$ cat config.mk
export PLATFORM = sky130hd
export DESIGN_NAME = ipv4_route_table_engine_flat
export DESIGN_NICKNAME = d
export VERILOG_FILES = /design/src/rtl/rte_pkg.sv /design/src/rtl/rte_req_if.sv /design/src/rtl/rte_rsp_if.sv /design/src/rtl/ipv4_route_table_engine.sv /design/src/flat_wrapper.sv
export SDC_FILE = /design/constraint.sdc
export NUM_CORES = 2
export LEC_CHECK = 0
export CAP_MARGIN = 30
export CORE_MARGIN = 4
export CORE_UTILIZATION = 35
export CTS_CLUSTER_SIZE = 28
export DETAILED_ROUTE_END_ITERATION = 10
export DONT_BUFFER_PORTS = 1
export GPL_ROUTABILITY_DRIVEN = 0
export GPL_TIMING_DRIVEN = 1
export HOLD_SLACK_MARGIN = 0.15
export PLACE_DENSITY = 0.58
export SETUP_SLACK_MARGIN = 0.5
export SKIP_LAST_GASP = 1
export SYNTH_ARGS = -nofsm -noshare
export SYNTH_HDL_FRONTEND = slang
export SYNTH_SLANG_ARGS = --single-unit
$ cat constraint.sdc
create_clock -name clk -period 33.8 [get_ports clk]
set_input_delay 3.38 -clock clk [delete_from_list [all_inputs] [get_ports clk]]
set_output_delay 3.38 -clock clk [all_outputs]
set_load 0.03 [all_outputs]
$ cat src/rtl/rte_pkg.sv
`timescale 1ns / 1ps
// ----------------------------------------------------------------------------
// rte_pkg: shared types and constants of the IPv4 route table engine
// Operation codes, status codes, register indexes and word types.
// ----------------------------------------------------------------------------
package rte_pkg;

    localparam int ROUTE_ENTRIES_DEF = 16;

    localparam logic [1:0] OP_ADD    = 2'd0;
    localparam logic [1:0] OP_REMOVE = 2'd1;
    localparam logic [1:0] OP_LOOKUP = 2'd2;
    localparam logic [1:0] OP_UNUSED = 2'd3;

    localparam logic [1:0] ST_OK      = 2'd0;
    localparam logic [1:0] ST_EXISTS  = 2'd1;
    localparam logic [1:0] ST_NOMEM   = 2'd2;
    localparam logic [1:0] ST_UNREACH = 2'd3;

    localparam int          CFG_IDX_W      = 2;
    localparam logic [1:0]  CFG_BCAST      = 2'd0;
    localparam logic [1:0]  CFG_LL_GATEWAY = 2'd1;
    localparam logic [1:0]  CFG_LL_MATCH   = 2'd2;

    typedef struct packed {
        logic [1:0]  operation;
        logic [7:0]  device_id;
        logic [31:0] iface_addr;
        logic [31:0] gateway_address;
        logic [31:0] destination_address;
        logic [31:0] subnet_mask;
        logic [7:0]  route_flags;
    } req_word_t;

    typedef struct packed {
        logic [1:0]  status;
        logic [7:0]  out_device_id;
        logic [31:0] out_iface_addr;
        logic [31:0] out_gateway_address;
        logic [31:0] out_subnet_mask;
    } rsp_word_t;

    // one stored route (flags kept but never read back)
    typedef struct packed {
        logic [7:0]  device;
        logic [31:0] iface;
        logic [31:0] gateway;
        logic [31:0] destination;
        logic [31:0] mask;
        logic [7:0]  flags;
    } route_t;

endpackage

$ cat src/rtl/rte_req_if.sv
`timescale 1ns / 1ps
// ----------------------------------------------------------------------------
// rte_req_if: request channel
// Valid/ready channel carrying one request word.
// ----------------------------------------------------------------------------
interface rte_req_if;
    logic                valid;
    logic                ready;
    rte_pkg::req_word_t  data;
    modport source (output valid, output data, input ready);
    modport sink   (input valid, input data, output ready);
endinterface

$ cat src/rtl/rte_rsp_if.sv
`timescale 1ns / 1ps
// ----------------------------------------------------------------------------
// rte_rsp_if: response channel
// Valid/ready channel carrying one response word.
// ----------------------------------------------------------------------------
interface rte_rsp_if;
    logic                valid;
    logic                ready;
    rte_pkg::rsp_word_t  data;
    modport source (output valid, output data, input ready);
    modport sink   (input valid, input data, output ready);
endinterface

$ cat src/rtl/ipv4_route_table_engine.sv
`timescale 1ns / 1ps
// ----------------------------------------------------------------------------
// ipv4_route_table_engine: route table with add, remove and lookup
// Route entries live in one synchronous memory scanned one entry per cycle.
// ----------------------------------------------------------------------------
// Each request word walks the whole route memory through its single read port,
// one entry per cycle with a registered read; remove clears the valid bit of
// each matching entry during the walk, and add writes the new route into the
// memory and sets its valid bit after the walk.
// One request is in work at a time; the next is taken once the response word
// has been loaded into the output register. Valid bits are flip-flops cleared
// by reset, so no clearing pass is needed.
module ipv4_route_table_engine #(
    parameter int ROUTE_ENTRIES = rte_pkg::ROUTE_ENTRIES_DEF
) (
    input  logic                          clk,
    input  logic                          rst_n,
    rte_req_if.sink                       req,
    rte_rsp_if.source                     rsp,
    input  logic                          cfg_we,
    input  logic [rte_pkg::CFG_IDX_W-1:0] cfg_index,
    input  logic [31:0]                   cfg_data
);

    localparam int IW = (ROUTE_ENTRIES > 1) ? $clog2(ROUTE_ENTRIES) : 1;
    localparam int CW = $clog2(ROUTE_ENTRIES + 1);
    localparam logic [CW-1:0] LAST = CW'(ROUTE_ENTRIES - 1);

    localparam logic [1:0] S_IDLE = 2'd0;
    localparam logic [1:0] S_SCAN = 2'd1;
    localparam logic [1:0] S_DONE = 2'd2;
    localparam logic [1:0] S_OUT  = 2'd3;

    // configuration registers
    logic [31:0] bcast_reg, llgw_reg, llmatch_reg;
    always_ff @(posedge clk or negedge rst_n)
    begin
        if (!rst_n)
        begin
            bcast_reg   <= 32'hFFFF_FFFF;
            llgw_reg    <= 32'h0;
            llmatch_reg <= 32'hFFFF_0000;
        end
        else if (cfg_we)
        begin
            unique case (cfg_index)
                rte_pkg::CFG_BCAST:      bcast_reg   <= cfg_data;
                rte_pkg::CFG_LL_GATEWAY: llgw_reg    <= cfg_data;
                rte_pkg::CFG_LL_MATCH:   llmatch_reg <= cfg_data;
                default: ;
            endcase
        end
    end

    // route memory and valid bits
    rte_pkg::route_t mem [ROUTE_ENTRIES];
    logic [ROUTE_ENTRIES-1:0] valid_reg;
    rte_pkg::route_t rd_q;
    logic [IW-1:0]   rd_addr;
    logic            wr_en;
    logic [IW-1:0]   wr_addr;
    rte_pkg::route_t wr_data;

    always_ff @(posedge clk)
    begin
        if (wr_en)
            mem[wr_addr] <= wr_data;
        rd_q <= mem[rd_addr];
    end

    // control
    logic [1:0]         state_reg;
    logic [CW-1:0]      cnt_reg;      // address issued
    logic               rv_reg;       // rd_q holds entry ridx_reg
    logic [IW-1:0]      ridx_reg;
    rte_pkg::req_word_t q_reg;
    logic               exists_reg, free_ok_reg, best_ok_reg, dflt_ok_reg;
    logic [IW-1:0]      free_reg;
    logic [31:0]        score_reg, bmask_reg;
    rte_pkg::route_t    best_reg, dflt_reg;
    rte_pkg::rsp_word_t out_reg;
    logic               ovalid_reg;

    assign rd_addr   = cnt_reg[IW-1:0];
    assign req.ready = (state_reg == S_IDLE);
    assign rsp.valid = ovalid_reg;
    assign rsp.data  = out_reg;

    // per-entry evaluation of the word read last cycle
    logic        ent_v, dev_ok, is_bcast, ifa0, ll_hit, dflt_hit, m_hit, s_win;
    logic [31:0] s;
    always_comb
    begin
        ent_v    = rv_reg && valid_reg[ridx_reg];
        dev_ok   = (q_reg.device_id == 8'd0) || (rd_q.device == q_reg.device_id);
        is_bcast = (q_reg.destination_address == bcast_reg);
        ifa0     = (q_reg.iface_addr == 32'd0);
        s        = q_reg.destination_address & rd_q.mask;
        ll_hit   = ent_v && dev_ok && (ifa0 || rd_q.iface == q_reg.iface_addr)
                   && is_bcast && (rd_q.gateway == llgw_reg);
        dflt_hit = !ll_hit && ent_v && dev_ok && ifa0 && !is_bcast
                   && (rd_q.mask == 32'd0);
        m_hit    = !ll_hit && !dflt_hit && ent_v && dev_ok && ifa0
                   && (s == (rd_q.destination & rd_q.mask));
        s_win    = m_hit && (s != 32'd0) && ((s > score_reg) ||
                   ((s == score_reg) && best_ok_reg && (rd_q.mask > bmask_reg)));
    end

    logic dup, rm_hit;
    assign dup = ent_v && (rd_q.iface == q_reg.iface_addr)
                 && (rd_q.gateway == q_reg.gateway_address)
                 && (rd_q.destination == q_reg.destination_address)
                 && (rd_q.mask == q_reg.subnet_mask);
    assign rm_hit = ent_v
                 && (q_reg.device_id == 8'd0 || rd_q.device == q_reg.device_id)
                 && (q_reg.gateway_address == 32'd0
                     || rd_q.gateway == q_reg.gateway_address)
                 && (q_reg.destination_address == 32'd0
                     || rd_q.destination == q_reg.destination_address);

    // add writes at the end of the walk
    logic do_add;
    assign do_add  = (state_reg == S_DONE) && (q_reg.operation == rte_pkg::OP_ADD)
                     && !exists_reg && free_ok_reg;
    assign wr_en   = do_add;
    assign wr_addr = free_reg;
    assign wr_data = '{device: q_reg.device_id, iface: q_reg.iface_addr,
                       gateway: q_reg.gateway_address,
                       destination: q_reg.destination_address,
                       mask: q_reg.subnet_mask, flags: q_reg.route_flags};

    // response word built from the scan results
    rte_pkg::rsp_word_t res;
    rte_pkg::route_t    pick;
    always_comb
    begin
        res  = '0;
        pick = best_ok_reg ? best_reg : dflt_reg;
        unique case (q_reg.operation)
            rte_pkg::OP_ADD:
                res.status = exists_reg ? rte_pkg::ST_EXISTS
                           : (free_ok_reg ? rte_pkg::ST_OK : rte_pkg::ST_NOMEM);
            rte_pkg::OP_LOOKUP:
            begin
                if (!best_ok_reg && !dflt_ok_reg)
                begin
                    res.status         = rte_pkg::ST_UNREACH;
                    res.out_device_id  = q_reg.device_id;
                    res.out_iface_addr = q_reg.iface_addr;
                end
                else
                begin
                    res.status = rte_pkg::ST_OK;
                    res.out_device_id = (q_reg.device_id == 8'd0) ? pick.device
                                                                  : q_reg.device_id;
                    res.out_iface_addr = ifa0 ? pick.iface : q_reg.iface_addr;
                    res.out_gateway_address =
                        (best_ok_reg && pick.gateway == llgw_reg)
                        ? q_reg.destination_address : pick.gateway;
                    res.out_subnet_mask = pick.mask;
                end
            end
            default: ;
        endcase
    end

    // output register takes a new word when empty or being drained
    logic load_out;
    assign load_out = (state_reg == S_OUT) && (!ovalid_reg || rsp.ready);

    always_ff @(posedge clk or negedge rst_n)
    begin
        if (!rst_n)
        begin
            state_reg  <= S_IDLE;
            cnt_reg    <= '0;
            rv_reg     <= 1'b0;
            ridx_reg   <= '0;
            valid_reg  <= '0;
            out_reg    <= '0;
            ovalid_reg <= 1'b0;
        end
        else
        begin
            if (load_out)
            begin
                out_reg    <= res;
                ovalid_reg <= 1'b1;
            end
            else if (rsp.valid && rsp.ready)
                ovalid_reg <= 1'b0;
            unique case (state_reg)
                S_IDLE:
                begin
                    if (req.valid)
                    begin
                        state_reg <= S_SCAN;
                        cnt_reg   <= '0;
                        rv_reg    <= 1'b0;
                    end
                end
                S_SCAN:
                begin
                    rv_reg   <= (cnt_reg <= LAST);
                    ridx_reg <= cnt_reg[IW-1:0];
                    if (cnt_reg <= LAST)
                        cnt_reg <= cnt_reg + CW'(1);
                    if (q_reg.operation == rte_pkg::OP_REMOVE && rm_hit)
                        valid_reg[ridx_reg] <= 1'b0;
                    if (rv_reg && ridx_reg == LAST[IW-1:0])
                        state_reg <= S_DONE;
                end
                S_DONE:
                begin
                    if (do_add)
                        valid_reg[free_reg] <= 1'b1;
                    state_reg <= S_OUT;
                end
                default:
                begin
                    if (load_out)
                        state_reg <= S_IDLE;
                end
            endcase
        end
    end

    // scan accumulators (payload, cleared at acceptance)
    always_ff @(posedge clk)
    begin
        if (state_reg == S_IDLE && req.valid)
        begin
            q_reg       <= req.data;
            exists_reg  <= 1'b0;
            free_ok_reg <= 1'b0;
            best_ok_reg <= 1'b0;
            dflt_ok_reg <= 1'b0;
            score_reg   <= 32'd0;
        end
        else if (state_reg == S_SCAN && rv_reg)
        begin
            if (dup)
                exists_reg <= 1'b1;
            if (!valid_reg[ridx_reg] && !free_ok_reg)
            begin
                free_ok_reg <= 1'b1;
                free_reg    <= ridx_reg;
            end
            if (ll_hit || s_win)
            begin
                best_ok_reg <= 1'b1;
                best_reg    <= rd_q;
                bmask_reg   <= rd_q.mask;
                score_reg   <= ll_hit ? llmatch_reg : s;
            end
            if (dflt_hit)
            begin
                dflt_ok_reg <= 1'b1;
                dflt_reg    <= rd_q;
            end
        end
    end

endmodule

$ cat src/flat_wrapper.sv
// flat-port wrapper written by rule: the top's interface ports become plain ports
module ipv4_route_table_engine_flat 
#(
    parameter int ROUTE_ENTRIES = rte_pkg::ROUTE_ENTRIES_DEF
)
  (clk, rst_n, cfg_we, cfg_index, cfg_data, req_valid, req_data, req_ready, rsp_valid, rsp_data, rsp_ready);
  rte_req_if req_i ();
  rte_rsp_if rsp_i ();
  input  logic clk;
  input  logic rst_n;
  input  logic cfg_we;
  input  logic [rte_pkg::CFG_IDX_W-1:0] cfg_index;
  input  logic [31:0] cfg_data;
  input wire logic [$bits(req_i.valid)-1:0] req_valid;
  input wire logic [$bits(req_i.data)-1:0] req_data;
  output wire logic [$bits(req_i.ready)-1:0] req_ready;
  output wire logic [$bits(rsp_i.valid)-1:0] rsp_valid;
  output wire logic [$bits(rsp_i.data)-1:0] rsp_data;
  input wire logic [$bits(rsp_i.ready)-1:0] rsp_ready;
  assign req_i.valid = req_valid;
  assign req_i.data = req_data;
  assign req_ready = req_i.ready;
  assign rsp_valid = rsp_i.valid;
  assign rsp_data = rsp_i.data;
  assign rsp_i.ready = rsp_ready;
  ipv4_route_table_engine #(.ROUTE_ENTRIES(ROUTE_ENTRIES)) u_core (.clk(clk), .rst_n(rst_n), .req(req_i), .rsp(rsp_i), .cfg_we(cfg_we), .cfg_index(cfg_index), .cfg_data(cfg_data));
endmodule
After elaboration in Yosys (flattened, before gate mapping)
Memory sizes are Yosys's and may differ from the RTL's. A register that Yosys moved wholly into a read port is not among the register bits.
Cells that the tools add are included.
- bits in registers: 705
- latch bits: 0
- bits in writable memories: 2304
- memory bits (read-only): 0
- input bits: 185
- output and inout bits: 108
- logic and storage cells: 192
- memories kept: 1
- $add $sub $neg: 1
- multipliers: 0
- divide/modulo/power cells: 0
- magnitude comparators: 7
- equal/unequal tests: 23
- shifts and indexed selects: 0
- muxes and demuxes: 33
- bitwise logic cells: 6
- reductions and logical operators: 82
- memories (name ; depth ; bits a word ; rd ports ; clocked after Yosys merged registers in ; wr ports ; line ; RTL):
    u_core.mem ; 16 ; 144 ; 1 ; 1 ; 1 ; ipv4_route_table_engine.sv:56 ; rte_pkg::route_t mem [ROUTE_ENTRIES];
- operator list (cell ; number):
    $eq A32 B32 Y1 ; 9
    $mux W144 ; 1
    $logic_not A32 Y1 ; 4
    $mux W104 ; 1
    $mux W32 ; 3
    $and A32 B32 Y32 ; 2
    $gt A32 B32 Y1 ; 2
    $mux W64 ; 1
    $mux W42 ; 1
    $logic_and A1 B1 Y1 ; 39
    $mux W16 ; 2
    $pmux W16 S2 ; 1
    $reduce_bool A32 Y1 ; 1
    $reduce_and A3 Y1 ; 6
    $and A16 B16 Y16 ; 1
    $not A16 Y16 ; 1
    $or A16 B16 Y16 ; 1
    $reduce_and A2 Y1 ; 8
    $lt A4 B5 Y1 const B ; 2
    $mux W2 ; 5
    $mux W5 ; 2
    $pmux W5 S2 ; 1
    $logic_not A1 Y1 ; 9
    $demux W1 S4 ; 2
    other kinds (21) ; 47

Logic depth before layout (Yosys ltp)
- depth after elaboration: 23
- depth in mapped cells: 13
- depth with buffers taken out: 10

Least setup slack after synthesis
Ideal clock, no wire load.
- path type: input to register
- from: input req_valid
- to: register u_core.dflt_reg[100] (netlist name) (enable)
- data arrival time: 12878 ps
- setup slack: 20226 ps
- stages on the path: 5
- buffers on the path: 0
- path through: nand2_1 -> inv_1 -> nor2_1 -> nand4_1 -> nor3_1
- cells in the longest elaborated chain, start to end: 3
- RTL lines (item ; line ; RTL):
    start: declaration ; flat_wrapper.sv:14 ; input wire logic [$bits(req_i.valid)-1:0] req_valid;
    $logic_and A1 B1 Y1 ; ipv4_route_table_engine.sv:231 ; if (state_reg == S_IDLE && req.valid)
    $not A1 Y1 (no line) ; -- ;
    $reduce_and A3 Y1 (no line) ; -- ;
    end signal: assignment ; ipv4_route_table_engine.sv:259 ; dflt_reg <= rd_q;
    end: declaration ; ipv4_route_table_engine.sv:80 ; rte_pkg::route_t best_reg, dflt_reg;
No other way between the ends.
A chain may end at the register's enable or synchronous reset.

Worst setup path after layout
- from: input req_valid
- to: register u_core.dflt_reg[131] (netlist name) (enable)
The elaborated chain is that of the path after synthesis.

==> results by group <==
Worst setup path
  • CP Cell Sequence: nand2_1 > buf_4 > inv_8 > nor2_1 > nand4_1 > nor3_2 > buf_4 > buf_4
  • FF-to-FF Start: u_core.q_reg[117]$_DFFE_PP_
  • Worst R2R Setup Slack: 28,010 ps
  • Crit-path leading delay family: buffers and inverters
  • Worst path bufs/invs: 4
  • Crit path largest cell delay: 710 ps
  • Critical path fanouts, max: 78
  • Worst R2R End: u_core.best_reg[123]$_DFFE_PP_
  • CP most frequent cell: buf_4
  • CP max stage cell: buf_4
  • CP Capture Type: register
  • R2R depth: 13
  • Critical path type: in2reg
  • Worst path required time: 34,260 ps
  • CP Launch Type: input port
  • Worst path arrival time: 6670 ps

Synth
  • Commonest cells in the synthesized netlist: 2,526 x edfxtp_1, 649 x mux4_2, 183 x dfrtp_1
  • Post-synthesis sequential area ratio: 0.759
  • Distinct cells, synth: 65
  • Net Count, Synth: 5,683
  • Flops & latches, synth: 2,929
  • Top-count cell post-synth: edfxtp_1
  • Top cell type by total area after synthesis: edfxtp_1
  • Avg Cell Area, Syn: 20.7 um^2
  • Number of flops mapped to enable cells by yosys: 2,526
  • Largest cells by area after synthesis: edfxtp_1 68%, mux4_2 13%, dfrtp_1 4.1%, dfxtp_1 3.1%, mux2_2 1.3%
  • Ys flop type: edfxtp_1
  • Mapped Area: 112,000 um^2
  • Yosys warns: 0
  • Post-synth top area share: 0.676
  • Fraction of registers with async set/reset: 0.0789
  • Gate Count Post-Synth: 5,428

Power
  • VDD IR max: 58.3 uV
  • Leak: 40.9 nW
  • Clock power frac: 0.373
  • Power per cell area: 73.3 nW/um^2
  • Combinational power share: 0.151
  • Switch Pwr: 2.49 mW
  • Sequential power share: 0.476
  • Sw Share: 0.264
  • Cell Int Power: 6.96 mW

CTS
  • CTS Buf Count: 317
  • Reg clk slew, reported paths: 60 ps
  • CTS tree: built
  • Root Driver: clkbuf_16
  • Post-CTS setup buffer count: 0
  • PostCTS Resize Cnt: 0
  • CTS Hold Bufs: 0
  • Clock sink total: 2,929
  • Worst-Skew Late Latency: 910 ps
  • CTS H-tree lvls: 5
  • Clock Tree Buf Depth: 4

STA
  • Final hold vios: 0
  • Max Clk Rate: 161 MHz
  • Slew Limit Fails: 0
  • Worst-margin pin slew: 1280 ps
  • Min Tclk post-route: 6210 ps
  • Setup TNS: 0 ps
  • Worst rel slew slack: 0.147
  • RSZ-0062 raised after global routing: false
  • Period utilization: 0.184
  • Skew final: 90.7 ps
  • Final setup viols: 0

Global routing
  • GRT overflow: 0
  • Initial antenna violation count: 72
  • Largest net degree at the start of global routing: 232
  • Vias in the first global route: 56,700
  • Total GRT Usage: 0.180
  • First-pass GRT wire length: 431,000 um

Placement
  • Port-buffer cells: 0
  • Dpl cells: 9,523
  • DP Wirelength: 171,000 um

Route
  • Pre-antenna DRT Iters: 6
  • DR vias: 55,300
  • Final ANT Viol Nets: 0
  • Routed length per instance: 30.0 um
  • Via-per-instance ratio: 5.45
  • DRC: 0
  • DRT Wirelength: 305,000 um
  • Detailed Route Iter0 Violations: 6,316

Floorplan
  • Num ports: 293
  • Initial core utilization: 0.352
  • Die X: 574 um
  • Die Area: 330,000 um^2
  • Die Ht: 574 um
  • CORE AREA: 319,000 um^2
  • # rows: 207

Layout
  • Layout area overhead: 15.1%
  • Final #Nets: 5,924
  • Largest register FFs: 2,176
  • Final Util: 0.405
  • Layout cells sized above 1: 0.261
  • Non-Filler Instances: 10,200

Worst hold path
  • HP Class: reg2reg
  • Hold path depth: 0
  • Worst Min Path Start: u_core.rd_q[118]$_DFF_P_
  • Hold Path End: u_core.dflt_reg[118]$_DFFE_PP_

Outcome
  • Status: complete, no violations

Job
  • Maxcap violations: 0
==> power groups by stage <==
stage | Clock, mW | Combinational (mW) | Sequential, mW
after floorplan | 0 | 0.984 | 4.47
after global placement | 0 | 1.41 | 4.57
after detailed placement | 0 | 1.42 | 4.58
after CTS | 3.60 | 1.43 | 4.51
after global routing | 3.76 | 1.53 | 4.52
final | 3.53 | 1.43 | 4.50
==> cell usage in the layout, fill, tap and decap left out, types with 9 or more instances in the layout <==
cell type	instances
diode_2	33
o31ai_1	37
xor2_1	138
ha_1	70
nor2_1	55
inv_6	14
nor4_1	84
nand2_1	151
clkbuf_1	79
a31oi_1	18
mux2i_1	133
nand3_1	17
clkbuf_8	40
buf_4	137
a211oi_1	38
a21oi_1	155
a21oi_2	30
o21ai_0	122
nand4_1	57
a22o_1	9
nor2_4	17
buf_12	19
dfrtp_1	179
clkbuf_16	332
dfxtp_1	171
clkinv_2	49
edfxtp_1	2526
mux2_2	132
bufinv_16	24
nor2b_1	45
and2_1	35
mux4_2	649
dfstp_2	48
clkinv_1	25
inv_1	72
xnor2_1	94
a22oi_1	18
==> worst max path at each step <==
stage	from	to	slack, ps	cells past startpoint
after CTS	req_valid	u_core.dflt_reg[131]$_DFFE_PP_	27530	8
after global routing	req_valid	u_core.dflt_reg[131]$_DFFE_PP_	27330	8
after global placement	req_valid	u_core.best_reg[137]$_DFFE_PP_	26450	6
final	req_valid	u_core.dflt_reg[131]$_DFFE_PP_	27590	8
after floorplan	req_valid	u_core.dflt_reg[100]$_DFFE_PP_	20230	5
after detailed placement	req_valid	u_core.dflt_reg[107]$_DFFE_PP_	26610	8
==> final cells by class <==
| type | instances | area (um^2) |
|---|---|---|
| Fill cell | 28000 | 190000 |
| Sequential cell | 2929 | 85200 |
| Multi-Input combinational cell | 2184 | 26000 |
| Clock buffer | 451 | 9160 |
| Tap cell | 4180 | 5230 |
| Timing Repair Buffer | 164 | 1600 |
| Clock inverter | 139 | 1560 |
| Inverter | 73 | 282 |
| Antenna cell | 33 | 82.6 |
==> layer usage <==
metal  track usage  wire length, um  vias to the layer above
li1              -                -                    22800
met1         0.249           128000                    30000
met2         0.292           146000                     2065
met3        0.0346            20900                      508
met4        0.0523             9130                       38
met5             0              303                        -
==> metrics by stage <==
step	total power, mW	setup WS, ps	hold slack [ps]	instance area (um^2)
2_1_floorplan	5.46	20230	420	112000
3_3_place_gp	5.98	26450	455	118000
3_5_place_dp	6.01	26610	464	118000
4_1_cts	9.54	27530	466	129000
5_1_grt	9.81	27330	476	129000
6_report	9.46	27590	464	129000
==> cell families after synthesis <==
kind of cell,Yosys count,share of synthesized area
AO/OA/AOI/OAI,458,0.0250
XOR/XNOR,232,0.0181
adder cells (fa/ha/maj),70,0.00781
buffers and inverters,315,0.0108
flip-flops,2929,0.759
multiplexers,914,0.155
AND/OR/NAND/NOR,510,0.0239
==> worst register-to-register path: stages (launching register included) <==
cell	delay (ps)
edfxtp_1	670
xnor2_1	470
nand4_1	220
or4_1	610
nor4_2	290
buf_4	210
o211ai_1	100
buf_4	300
nor2_2	220
buf_4	400
a21oi_1	170
nor2_4	310
buf_4	540
buf_4	730
Power figures use the tool's default switching activity.
